--- src/design/rcic_pkg.sv ---
package rcic_pkg;

    // inode positions per inode-table block (power of two: shift and mask)
    localparam int INODES_PER_BLOCK = 8;

    localparam logic CMD_ACQUIRE = 1'b0;
    localparam logic CMD_RELEASE = 1'b1;

    localparam logic [2:0] ST_HIT       = 3'd0;
    localparam logic [2:0] ST_MISS      = 3'd1;
    localparam logic [2:0] ST_FULL      = 3'd2;
    localparam logic [2:0] ST_RELEASED  = 3'd3;
    localparam logic [2:0] ST_WRITEBACK = 3'd4;
    localparam logic [2:0] ST_UNUSED    = 3'd5;

    typedef struct packed {
        logic        cmd;
        logic [3:0]  device;
        logic [23:0] inode_number;
        logic [5:0]  slot_in;
        logic        modified;
    } t_req;

    typedef struct packed {
        logic [2:0]  status;
        logic [5:0]  slot_out;
        logic [21:0] block_number;
        logic [2:0]  inode_offset;
        logic [3:0]  device_out;
    } t_res;

    // one cache slot as held in the slot memory
    typedef struct packed {
        logic [3:0]  device;
        logic [23:0] inode;
        logic [7:0]  refs;
        logic        dirty;
    } t_entry;

endpackage

--- src/design/refcounted_inode_cache.sv ---
// channel   | direction | handshake                    | payload
// ----------+-----------+------------------------------+---------------------------
// request   | in        | start high while busy low    | i_req (rcic_pkg::t_req)
// result    | out       | o_res_stb high for one cycle | o_res (rcic_pkg::t_res)
// config    | in        | i_cfg_wr_en high             | i_cfg_wr_data (table start)
//
// acquire: one pass through the slot memory (one read a cycle, registered read
//   data) then a write, with the result strobe
// release: a single read-modify-write of the slot (no slot access if out of range,
//   the strobe then follows the accepting edge directly)
// busy stays high until the result is presented; the receiver cannot stall
// synchronous active-low reset clears the slot valid bits (slots read as zero
//   until first written) and the inode table start; no clearing pass is needed
module refcounted_inode_cache #(
    parameter int CACHE_SLOTS = 64
) (
    input  logic              i_clk,
    input  logic              i_rst_n,
    input  logic              start,
    input  rcic_pkg::t_req    i_req,
    output logic              busy,
    output logic              o_res_stb,
    output rcic_pkg::t_res    o_res,
    input  logic              i_cfg_wr_en,
    input  logic [15:0]       i_cfg_wr_data
);

    localparam int IW = $clog2(CACHE_SLOTS);
    localparam int CW = $clog2(CACHE_SLOTS + 1);
    localparam int EW = $bits(rcic_pkg::t_entry);

    typedef enum logic [3:0] {
        S_IDLE = 4'b0001,
        S_SCAN = 4'b0010,
        S_ACT  = 4'b0100,
        S_REL  = 4'b1000
    } t_state;

    // build a result; block and offset only for a fetch or write-back
    function automatic rcic_pkg::t_res make_res(
        input logic [2:0]  status,
        input logic [5:0]  slot,
        input logic [3:0]  dev,
        input logic [23:0] ino,
        input logic [15:0] tbl_start
    );
        rcic_pkg::t_res res;
        logic [23:0]    idx;
        res          = '0;
        idx          = ino - 24'd1;
        res.status   = status;
        res.slot_out = slot;
        if (status == rcic_pkg::ST_MISS || status == rcic_pkg::ST_WRITEBACK) begin
            res.block_number = 22'(idx / rcic_pkg::INODES_PER_BLOCK) + 22'(tbl_start);
            res.inode_offset = 3'(idx % rcic_pkg::INODES_PER_BLOCK);
            res.device_out   = dev;
        end
        return res;
    endfunction

    // registers
    t_state                r_state, n_state;
    rcic_pkg::t_req        r_req, n_req;
    logic [CW-1:0]         r_cnt, n_cnt;
    logic                  r_hit, n_hit;
    logic [IW-1:0]         r_hit_idx, n_hit_idx;
    rcic_pkg::t_entry      r_hit_e, n_hit_e;
    logic                  r_free, n_free;
    logic [IW-1:0]         r_free_idx, n_free_idx;
    logic [CACHE_SLOTS-1:0] r_valid, n_valid;
    logic                  r_vq;
    logic [15:0]           r_start, n_start;
    rcic_pkg::t_res        r_res, n_res;
    logic                  r_res_stb, n_res_stb;

    // memory port signals
    logic                  rd_en;
    logic [IW-1:0]         rd_addr;
    logic [EW-1:0]         rd_q;
    logic                  wr_en;
    logic [IW-1:0]         wr_addr;
    rcic_pkg::t_entry      wr_e;

    // scan helpers
    rcic_pkg::t_entry      cur_e;
    logic [CW-1:0]         cnt_m1;
    logic [IW-1:0]         chk_idx;
    logic                  match;
    rcic_pkg::t_entry      rel_e;
    logic                  rel_dirty;
    logic [7:0]            rel_refs;

    rcic_ram #(
        .WIDTH (EW),
        .DEPTH (CACHE_SLOTS)
    ) u_slots (
        .i_clk     (i_clk),
        .i_wr_en   (wr_en),
        .i_wr_addr (wr_addr),
        .i_wr_data (wr_e),
        .i_rd_en   (rd_en),
        .i_rd_addr (rd_addr),
        .o_rd_data (rd_q)
    );

    // a slot never written reads as all zero
    assign cur_e   = r_vq ? rcic_pkg::t_entry'(rd_q) : '0;
    assign cnt_m1  = r_cnt - CW'(1);
    assign chk_idx = cnt_m1[IW-1:0];
    assign match   = (cur_e.inode != 24'd0) && (cur_e.inode == r_req.inode_number)
                     && (cur_e.device == r_req.device);

    // release update: mark dirty first, then count down
    assign rel_dirty = cur_e.dirty | r_req.modified;
    assign rel_refs  = cur_e.refs - 8'd1;

    always_comb begin
        n_state    = r_state;
        n_req      = r_req;
        n_cnt      = r_cnt;
        n_hit      = r_hit;
        n_hit_idx  = r_hit_idx;
        n_hit_e    = r_hit_e;
        n_free     = r_free;
        n_free_idx = r_free_idx;
        n_valid    = r_valid;
        n_start    = r_start;
        n_res      = r_res;
        n_res_stb  = 1'b0;
        rd_en      = 1'b0;
        rd_addr    = r_cnt[IW-1:0];
        wr_en      = 1'b0;
        wr_addr    = r_hit_idx;
        wr_e       = r_hit_e;
        rel_e      = cur_e;

        if (i_cfg_wr_en) begin
            n_start = i_cfg_wr_data;
        end

        unique case (r_state)
            S_IDLE: begin
                if (start) begin
                    n_req = i_req;
                    if (i_req.cmd == rcic_pkg::CMD_ACQUIRE) begin
                        n_cnt   = '0;
                        n_hit   = 1'b0;
                        n_free  = 1'b0;
                        n_state = S_SCAN;
                    end else if (32'(i_req.slot_in) >= CACHE_SLOTS) begin
                        // slot beyond the table: answered at once
                        n_res     = make_res(rcic_pkg::ST_UNUSED, i_req.slot_in,
                                             4'd0, 24'd0, r_start);
                        n_res_stb = 1'b1;
                    end else begin
                        rd_en   = 1'b1;
                        rd_addr = IW'(i_req.slot_in);
                        n_state = S_REL;
                    end
                end
            end

            S_SCAN: begin
                // issue one read a cycle, check the one issued the cycle before
                if (r_cnt < CW'(CACHE_SLOTS)) begin
                    rd_en   = 1'b1;
                    rd_addr = r_cnt[IW-1:0];
                end
                if (r_cnt != '0) begin
                    if (match && !r_hit) begin
                        n_hit     = 1'b1;
                        n_hit_idx = chk_idx;
                        n_hit_e   = cur_e;
                    end
                    if (cur_e.refs == 8'd0 && !r_free) begin
                        n_free     = 1'b1;
                        n_free_idx = chk_idx;
                    end
                end
                if (r_cnt == CW'(CACHE_SLOTS)) begin
                    n_state = S_ACT;
                end else begin
                    n_cnt = r_cnt + CW'(1);
                end
            end

            S_ACT: begin
                n_state   = S_IDLE;
                n_res_stb = 1'b1;
                priority if (r_hit) begin
                    wr_en   = 1'b1;
                    wr_addr = r_hit_idx;
                    wr_e    = r_hit_e;
                    // count saturates at its top
                    if (r_hit_e.refs != 8'hFF) begin
                        wr_e.refs = r_hit_e.refs + 8'd1;
                    end
                    n_res = make_res(rcic_pkg::ST_HIT, 6'(r_hit_idx), 4'd0, 24'd0, r_start);
                end else if (r_free) begin
                    wr_en        = 1'b1;
                    wr_addr      = r_free_idx;
                    wr_e.device  = r_req.device;
                    wr_e.inode   = r_req.inode_number;
                    wr_e.refs    = 8'd1;
                    wr_e.dirty   = 1'b0;
                    n_res = make_res(rcic_pkg::ST_MISS, 6'(r_free_idx), r_req.device,
                                     r_req.inode_number, r_start);
                end else begin
                    n_res = make_res(rcic_pkg::ST_FULL, 6'd0, 4'd0, 24'd0, r_start);
                end
            end

            S_REL: begin
                n_state   = S_IDLE;
                n_res_stb = 1'b1;
                wr_addr   = IW'(r_req.slot_in);
                if (cur_e.refs == 8'd0) begin
                    n_res = make_res(rcic_pkg::ST_UNUSED, r_req.slot_in, 4'd0, 24'd0,
                                     r_start);
                end else begin
                    wr_en      = 1'b1;
                    rel_e.refs = rel_refs;
                    if (rel_refs == 8'd0 && rel_dirty) begin
                        rel_e.dirty = 1'b0;
                        n_res = make_res(rcic_pkg::ST_WRITEBACK, r_req.slot_in,
                                         cur_e.device, cur_e.inode, r_start);
                    end else begin
                        rel_e.dirty = rel_dirty;
                        n_res = make_res(rcic_pkg::ST_RELEASED, r_req.slot_in, 4'd0,
                                         24'd0, r_start);
                    end
                    wr_e = rel_e;
                end
            end

            default: begin
                n_state = S_IDLE;
            end
        endcase

        if (wr_en) begin
            n_valid[wr_addr] = 1'b1;
        end
    end

    always_ff @(posedge i_clk) begin
        if (!i_rst_n) begin
            r_state   <= S_IDLE;
            r_valid   <= '0;
            r_start   <= '0;
            r_res_stb <= 1'b0;
            r_cnt     <= '0;
            r_hit     <= 1'b0;
            r_free    <= 1'b0;
        end else begin
            r_state   <= n_state;
            r_valid   <= n_valid;
            r_start   <= n_start;
            r_res_stb <= n_res_stb;
            r_cnt     <= n_cnt;
            r_hit     <= n_hit;
            r_free    <= n_free;
        end
    end

    // payload registers
    always_ff @(posedge i_clk) begin
        r_req      <= n_req;
        r_hit_idx  <= n_hit_idx;
        r_hit_e    <= n_hit_e;
        r_free_idx <= n_free_idx;
        r_res      <= n_res;
        if (rd_en) begin
            r_vq <= r_valid[rd_addr];
        end
    end

    assign busy      = (r_state != S_IDLE);
    assign o_res_stb = r_res_stb;
    assign o_res     = r_res;

endmodule

--- src/design/rcic_ram.sv ---
module rcic_ram #(
    parameter int WIDTH = 8,
    parameter int DEPTH = 64
) (
    input  logic                     i_clk,
    input  logic                     i_wr_en,
    input  logic [$clog2(DEPTH)-1:0] i_wr_addr,
    input  logic [WIDTH-1:0]         i_wr_data,
    input  logic                     i_rd_en,
    input  logic [$clog2(DEPTH)-1:0] i_rd_addr,
    output logic [WIDTH-1:0]         o_rd_data
);

    logic [WIDTH-1:0] r_mem [DEPTH];
    logic [WIDTH-1:0] r_rd_data;

    always_ff @(posedge i_clk) begin
        if (i_wr_en) begin
            r_mem[i_wr_addr] <= i_wr_data;
        end
        if (i_rd_en) begin
            r_rd_data <= r_mem[i_rd_addr];
        end
    end

    assign o_rd_data = r_rd_data;

endmodule
--- config.mk ---
export PLATFORM = sky130hd
export DESIGN_NAME = refcounted_inode_cache
export DESIGN_NICKNAME = d
export VERILOG_FILES = /design/src/design/rcic_pkg.sv /design/src/design/refcounted_inode_cache.sv /design/src/design/rcic_ram.sv
export SDC_FILE = /design/constraint.sdc
export NUM_CORES = 2
export LEC_CHECK = 0
export ABC_CLOCK_PERIOD_IN_PS = 6900
export BUFFER_PORTS_ARGS = -buffer_cell sky130_fd_sc_hd__buf_2
export CAP_MARGIN = 10
export CORE_UTILIZATION = 60
export CTS_CLUSTER_DIAMETER = 200
export DETAILED_ROUTE_END_ITERATION = 12
export PLACE_DENSITY = 0.79
export SLEW_MARGIN = 20
export SYNTH_ARGS = -nofsm -noshare
export SYNTH_HDL_FRONTEND = slang
export SYNTH_SLANG_ARGS = --single-unit
export TNS_END_PERCENT = 20
--- constraint.sdc ---
create_clock -name i_clk -period 6.9 [get_ports i_clk]
set_clock_uncertainty 0.15 [all_clocks]
set_input_delay 0.345 -clock i_clk [delete_from_list [all_inputs] [get_ports i_clk]]
set_output_delay 0.345 -clock i_clk [all_outputs]
set_load 0.05 [all_outputs]
# Word level (Yosys, flattened, before mapping)
# Memory sizes are Yosys's and may differ from the RTL's. A register that Yosys moved wholly into a read port is not among the register bits.
# Index checks and enable logic that the tools add are counted.
[word_totals]
elab_cells = 125
mem_bits_rw = 2368
register_bits = 217
output_inout_bits = 40
inputBits = 56
memories = 1
[classes]
bitwise_logic = 2
n_eq_ne = 16
n_mux = 49
n_lt_le_gt_ge = 4
reduce_logical = 22
addsub = 8
[mem_list]
columns = ["memory", "depth", "word_bits", "rd", "rd_ports_with_merged_regs", "write_ports", "line", "text"]
rows = [
  ["u_slots.r_mem", 64, 37, 1, 1, 1, "rcic_ram.sv:14", "logic [WIDTH-1:0] r_mem [DEPTH];"],
]
[op_table]
columns = ["operator", "count"]
rows = [
  ["$mux W37", 6],
  ["$mux W38", 2],
  ["$pmux W38 S2", 1],
  ["$pmux W37 S2", 1],
  ["$or A64 B64 Y64", 1],
  ["$sub A24 B1 Y24 const B", 2],
  ["$add A21 B16 Y22", 2],
  ["$mux W6", 5],
  ["$eq A24 B24 Y1", 1],
  ["$reduce_bool A24 Y1", 1],
  ["$mux W7", 3],
  ["$mux W1", 18],
  ["$logic_not A8 Y1", 2],
  ["$lt A6 B7 Y1 const B", 2],
  ["$ne A2 B2 Y1 const B", 7],
  ["$pmux W7 S2", 1],
  ["$mux W4", 3],
  ["$pmux W6 S2", 1],
  ["$reduce_and A5 Y1", 2],
  ["$add A8 B1 Y8 const B", 1],
  ["$mux W8", 1],
  ["$ne A8 B8 Y1 const B", 1],
  ["$pmux W1 S2", 4],
  ["$pmux W4 S2", 1],
  ["23 further kinds", 32],
]

# Depth between registers and ports, before layout
[depth]
ltp_word = 8
mapped_depth = 19
depth_no_buf = 16

# Cells and area by module
# From an unflattened synthesis, not the netlist that was laid out.
[unflattened]
hier_cells = 5259
hier_area_um2 = 103538.1
[by_module_without_submodules]
columns = ["mod", "cells_each", "seq_area_each_um2", "instances", "area_per_inst_um2"]
rows = [
  ["rcic_ram", 3922, 72219.3, 1, 90835.9],
  ["refcounted_inode_cache", 1337, 5575.3, 1, 12702.2],
]

# Worst setup path before layout
# No wires, ideal clock.
[synth_path]
path_type = "register to register"
start = "register r_vq"
end = "memory u_slots.r_mem[0][10] in the netlist's numbering, data pin"
stages_incl_launch_ff = 14
arrival_ns = 4.726
path_slack_ns = 1.457
setup_ns = 0.567
n_path_buf = 8
required_time_ns = 6.183
period_less_slack_ns = 5.443
cell_sequence = "edfxtp_1 -> clkbuf_1 -> clkbuf_1 -> clkbuf_1 -> clkbuf_1 -> clkbuf_1 -> clkbuf_1 -> nand2_1 -> ha_1 -> nand3_1 -> nand2_1 -> clkbuf_1 -> clkbuf_1 -> o221ai_1"
[synth_via]
elab_chain_len = 4
[synth_lines]
columns = ["element", "line", "text"]
rows = [
  ["start, declared", "refcounted_inode_cache.sv:71", "logic r_vq;"],
  ["start signal, assigned", "refcounted_inode_cache.sv:274", "r_vq <= r_valid[rd_addr];"],
  ["$mux W37 *", "refcounted_inode_cache.sv:107", "assign cur_e = r_vq ? rcic_pkg::t_entry'(rd_q) : '0;"],
  ["$logic_not A8 Y1", "refcounted_inode_cache.sv:217", "if (cur_e.refs == 8'd0) begin"],
  ["$mux W37 *", "refcounted_inode_cache.sv:217", ""],
  ["$pmux W37 S2 *", "refcounted_inode_cache.sv:141", "unique case (r_state)"],
  ["via u_slots.i_wr_data[10]", "rcic_ram.sv:8", "input logic [WIDTH-1:0] i_wr_data,"],
  ["end, declared", "rcic_ram.sv:14", ""],
]
# The timed path passes the listed nets; every way through them passes the cells marked *.

# Final worst setup path
[layout_path]
start = "register r_state[0]"
end = "register u_slots.r_rd_data[26] (netlist: u_slots.o_rd_data[26]) (read register of u_slots.r_mem), data pin"
[layout_via]
elab_chain_len = 2
elab_cells_between_ends = 4
cone_classes = "eq/ne: 2; mux: 2"
[layout_lines]
columns = ["element", "line", "text"]
rows = [
  ["start, declared", "refcounted_inode_cache.sv:62", "t_state r_state, n_state;"],
  ["start signal, assigned", "refcounted_inode_cache.sv:256", "r_state <= n_state;"],
  ["$eq A4 B2 Y1 / $eq A4 B1 Y1 (equally long branches)", "refcounted_inode_cache.sv:141", ""],
  ["$pmux W1 S2 / $mux W6 (equally long branches)", "--", ""],
  ["end, declared", "rcic_ram.sv:15", "logic [WIDTH-1:0] r_rd_data;"],
]
# Several ways; a longest one is shown, not always the timed one.
# A chain may end at the register's enable or synchronous reset.

==> results.yml <==
critical_path:
  cp.required_ps: 7480
  r2r_slack_ps: 1360
  timing.rr.end: "u_slots.o_rd_data[26]$_DFFE_PP_"
  reg2reg_depth: 11
  start_kind: "flop"
  arrival_ps: 6120
  critPathKind: "reg -> reg"
  startpoint: "r_state[0]$_SDFFE_PN1P_"
  cp-end-kind: "flop"
  timing.rr.start: "r_state[0]$_SDFFE_PN1P_"
  worstPathMaxFanout: 12
  worstSetupEndpoint: "u_slots.o_rd_data[26]$_DFFE_PP_"
logic_synthesis:
  avgSynthCellArea_um2: 13.75
  yosysTopAreaCellShare_pct: 71.36
  synth_edf_count: 2528
  async_flop_share_pct: 0
  syn-instance-count: 7738
  synth.area.top_cells: "edfxtp_1 (71%), nand2_1 (6.7%), nand3_1 (4.0%), mux4_2 (2.4%), dfxtp_1 (1.8%)"
  ys_ff_latch: 2622
  ys_types: 85
  yosys_warnings: 0
  ys.flop_type: "edfxtp_1"
  ys_seq_area_share_pct: 73.13
  synth.largest_area_cell: "edfxtp_1"
  synth_nets: 7837
  synth.cell_area_um2: 106400
timing:
  maxSlewViolCount: 0
  timing.fmax_mhz: 180.6
  worst_slew_pin_slew_ps: 1237
  max-slew-margin-rel_pct: 17.32
  rsz0062_at_grt: "false"
  setup_viol_count_final: 0
  min_period_ps: 5537
  period_share_pct: 80.25
  final.setup.tns_ps: 0
  hold_viol_final: 0
clocking:
  cts_resized: 0
  clkLatencyLatePin_ps: 910
  cts_sinks: 2622
  htreeDepth: 4
  cts_buffers: 241
  cts_hold_buffers: 109
  cts_buffer_depth: 3
  cts_setup_buffers: 0
  path_clk_slew_ps: 60
  cts_root_buf: "clkbuf_16"
  cts_tree: "built"
cells_and_area:
  register_area_um2: 77790
  multi_input_area_um2: 27080
  finalNetCount: 8071
  layout-drive-gt1-share_pct: 11.78
  final_cell_count_no_fill: 10530
  area_growth_pct: 12.64
  fillCellCount: 11350
placement:
  dp.cells: 9960
  io_buffers: 95
  routabilityCongestion: 0.9787
  dp_hpwl_mm: 194.6
drt:
  drt_wl_total_mm: 329.7
  vias: 71860
  ant_nets: 0
  drc: 0
  routedWlPerCell_um: 31.32
  firstDrtPassIters: 9
  via_per_inst: 6.827
  drt_iter0_drc: 12950
global_routing:
  grt_pass1_wl_mm: 470.8
  grt_start_max_net_pins: 107
  grt_overflow_total: 0
  grt_pass1_vias: 69070
  antenna_found_initial: 19
  track_usage_pct: 36.50
floorplan:
  core_um2: 176100
  fp.dieW_um: 423.1
  die-area_um2: 179000
  die_h_um: 423.1
  row_count: 154
  start_util_pct: 60.40
  io_pins: 96
pwr:
  leakagePower_nw: 40.67
  vdd_drop_max_v: 0.0003381
  p_per_area_nw_per_um2: 274.7
hold_path:
  hold_class: "in -> reg"
job:
  drv_cap: 0
outcome:
  status: "completed"
worst min-delay path by stage:
stage,from,to,slack [ps],cells after the start
floorplan,r_valid[10]$_SDFFE_PN0P_,r_valid[10]$_SDFFE_PN0P_,290,1
global placement,r_valid[5]$_SDFFE_PN0P_,r_valid[5]$_SDFFE_PN0P_,290,1
detailed placement,r_valid[39]$_SDFFE_PN0P_,r_valid[39]$_SDFFE_PN0P_,300,1
CTS,i_req[13],r_req[13]$_DFFE_PP_,9,2
global route,i_req[13],r_req[13]$_DFFE_PP_,50,2
finish,i_req[1],r_req[1]$_DFFE_PP_,50,2
registers in the layout (all words and copies together) (netlist names):
register           flops
r_state                4
o_res                 38
r_free                 1
r_req                 35
u_slots.o_rd_data     37
r_hit_idx              6
r_hit                  1
r_free_idx             6
r_start               16
r_hit_e               37
r_vq                   1
r_valid               64
o_res_stb              1
r_cnt                  7
u_slots.r_mem       2368
cell families (layout without fill, tap and decap cells):
logic type,Yosys count,after routing,synth area share (%)
muxes,295,295,4.138
other,0,2,0
DFF,2622,2622,73.13
and+or+nand+nor,3229,3229,12.98
AOI/OAI and AO/OA,942,942,6.138
adders and majority gates,43,43,0.5199
buffers and inverters,512,958,2.310
xor gates and xnor gates,95,95,0.7821
cells in the final DEF (no fill, tap or decap), drive strengths merged, types with 31 or more instances in the layout:
cell / synthesis / final
a21oi: 159 / 159
a221o: 42 / 42
a221oi: 45 / 45
a22oi: 66 / 66
a31oi: 90 / 90
a32o: 34 / 34
a32oi: 32 / 32
and3: 31 / 31
buf: 260 / 332
clkbuf: 190 / 312
clkinv: 0 / 97
dfxtp: 94 / 94
dlygate4sd3: 0 / 109
edfxtp: 2528 / 2528
ha: 41 / 41
inv: 62 / 72
mux2i: 172 / 172
mux4: 115 / 115
nand2: 1913 / 1913
nand3: 848 / 848
nor2: 255 / 255
nor3: 34 / 34
o21a: 77 / 77
o21ai: 165 / 165
o22ai: 72 / 72
xnor2: 47 / 47
xor2: 48 / 48
Yosys cell counts, types with 15 or more instances:
cell type	n
mux2i_1	172
a221o_1	42
a221oi_1	45
and2_1	28
a32o_1	34
nor4_1	18
o211ai_1	15
o21a_1	77
a311oi_1	17
edfxtp_1	2528
nand3_1	848
o21ai_0	158
buf_6	23
inv_1	61
buf_2	173
buf_1	25
xnor2_1	47
mux4_2	115
nand2_1	1911
clkbuf_1	190
and3_1	31
nor2_1	254
a31oi_1	90
a21oi_1	157
o22ai_1	72
xor2_1	48
a22oi_1	66
nor2b_1	28
ha_1	41
a32oi_1	32
nor3_1	30
o221ai_1	30
buf_4	39
dfxtp_1	94
nand4_1	21
per-stage QoR:
stage	hold slack (ps)	util (%)	total power [mW]	setup WS [ps]	instance area, µm²
after CTS	9.204	68.03	32.79	1495	119800
final	47.54	68.04	32.92	1363	119800
after global placement	291.7	62.79	19.39	1414	110600
after global routing	50.19	68.03	33.55	1140	119800
after floorplan	285.4	-	18.73	1457	106400
after detailed placement	297.8	62.82	19.42	1512	110600
critical path, stage by stage (launching register included):
cell      delay, ps
dfxtp_1         450
nor4b_4         320
nand3_1         730
a31oi_4         990
buf_4           470
buf_4           360
a21oi_1         100
a221oi_1        410
o211ai_1        160
a21oi_1         550
a31oi_1         370
o21ai_0         240
layer usage:
layer | share of wire [%] | up-vias | track usage, %
met4 | 5.9 | 36 | 19.19
li1 | - | 29430 | -
met1 | 33 | 34920 | 47.48
met5 | 0.074 | - | 0
met3 | 16 | 1194 | 12.61
met2 | 45 | 6285 | 54.49
layout make-up:
cell class                      count  share of cell area (%)
Sequential cell                  2622                   64.92
Multi-Input combinational cell   4604                   22.60
Clock buffer                      312                   5.432
Timing Repair Buffer              441                   3.087
Tap cell                         2340                   2.443
Clock inverter                    143                   1.318
Inverter                           62                  0.1942
Antenna cell                        2                0.004177
power breakdown:
group,internal [mW],switching [mW]
Combinational,0.570,1.30
Sequential,17.3,0.0926
Clock,7.71,5.97
Power figures use the tool's default switching activity.
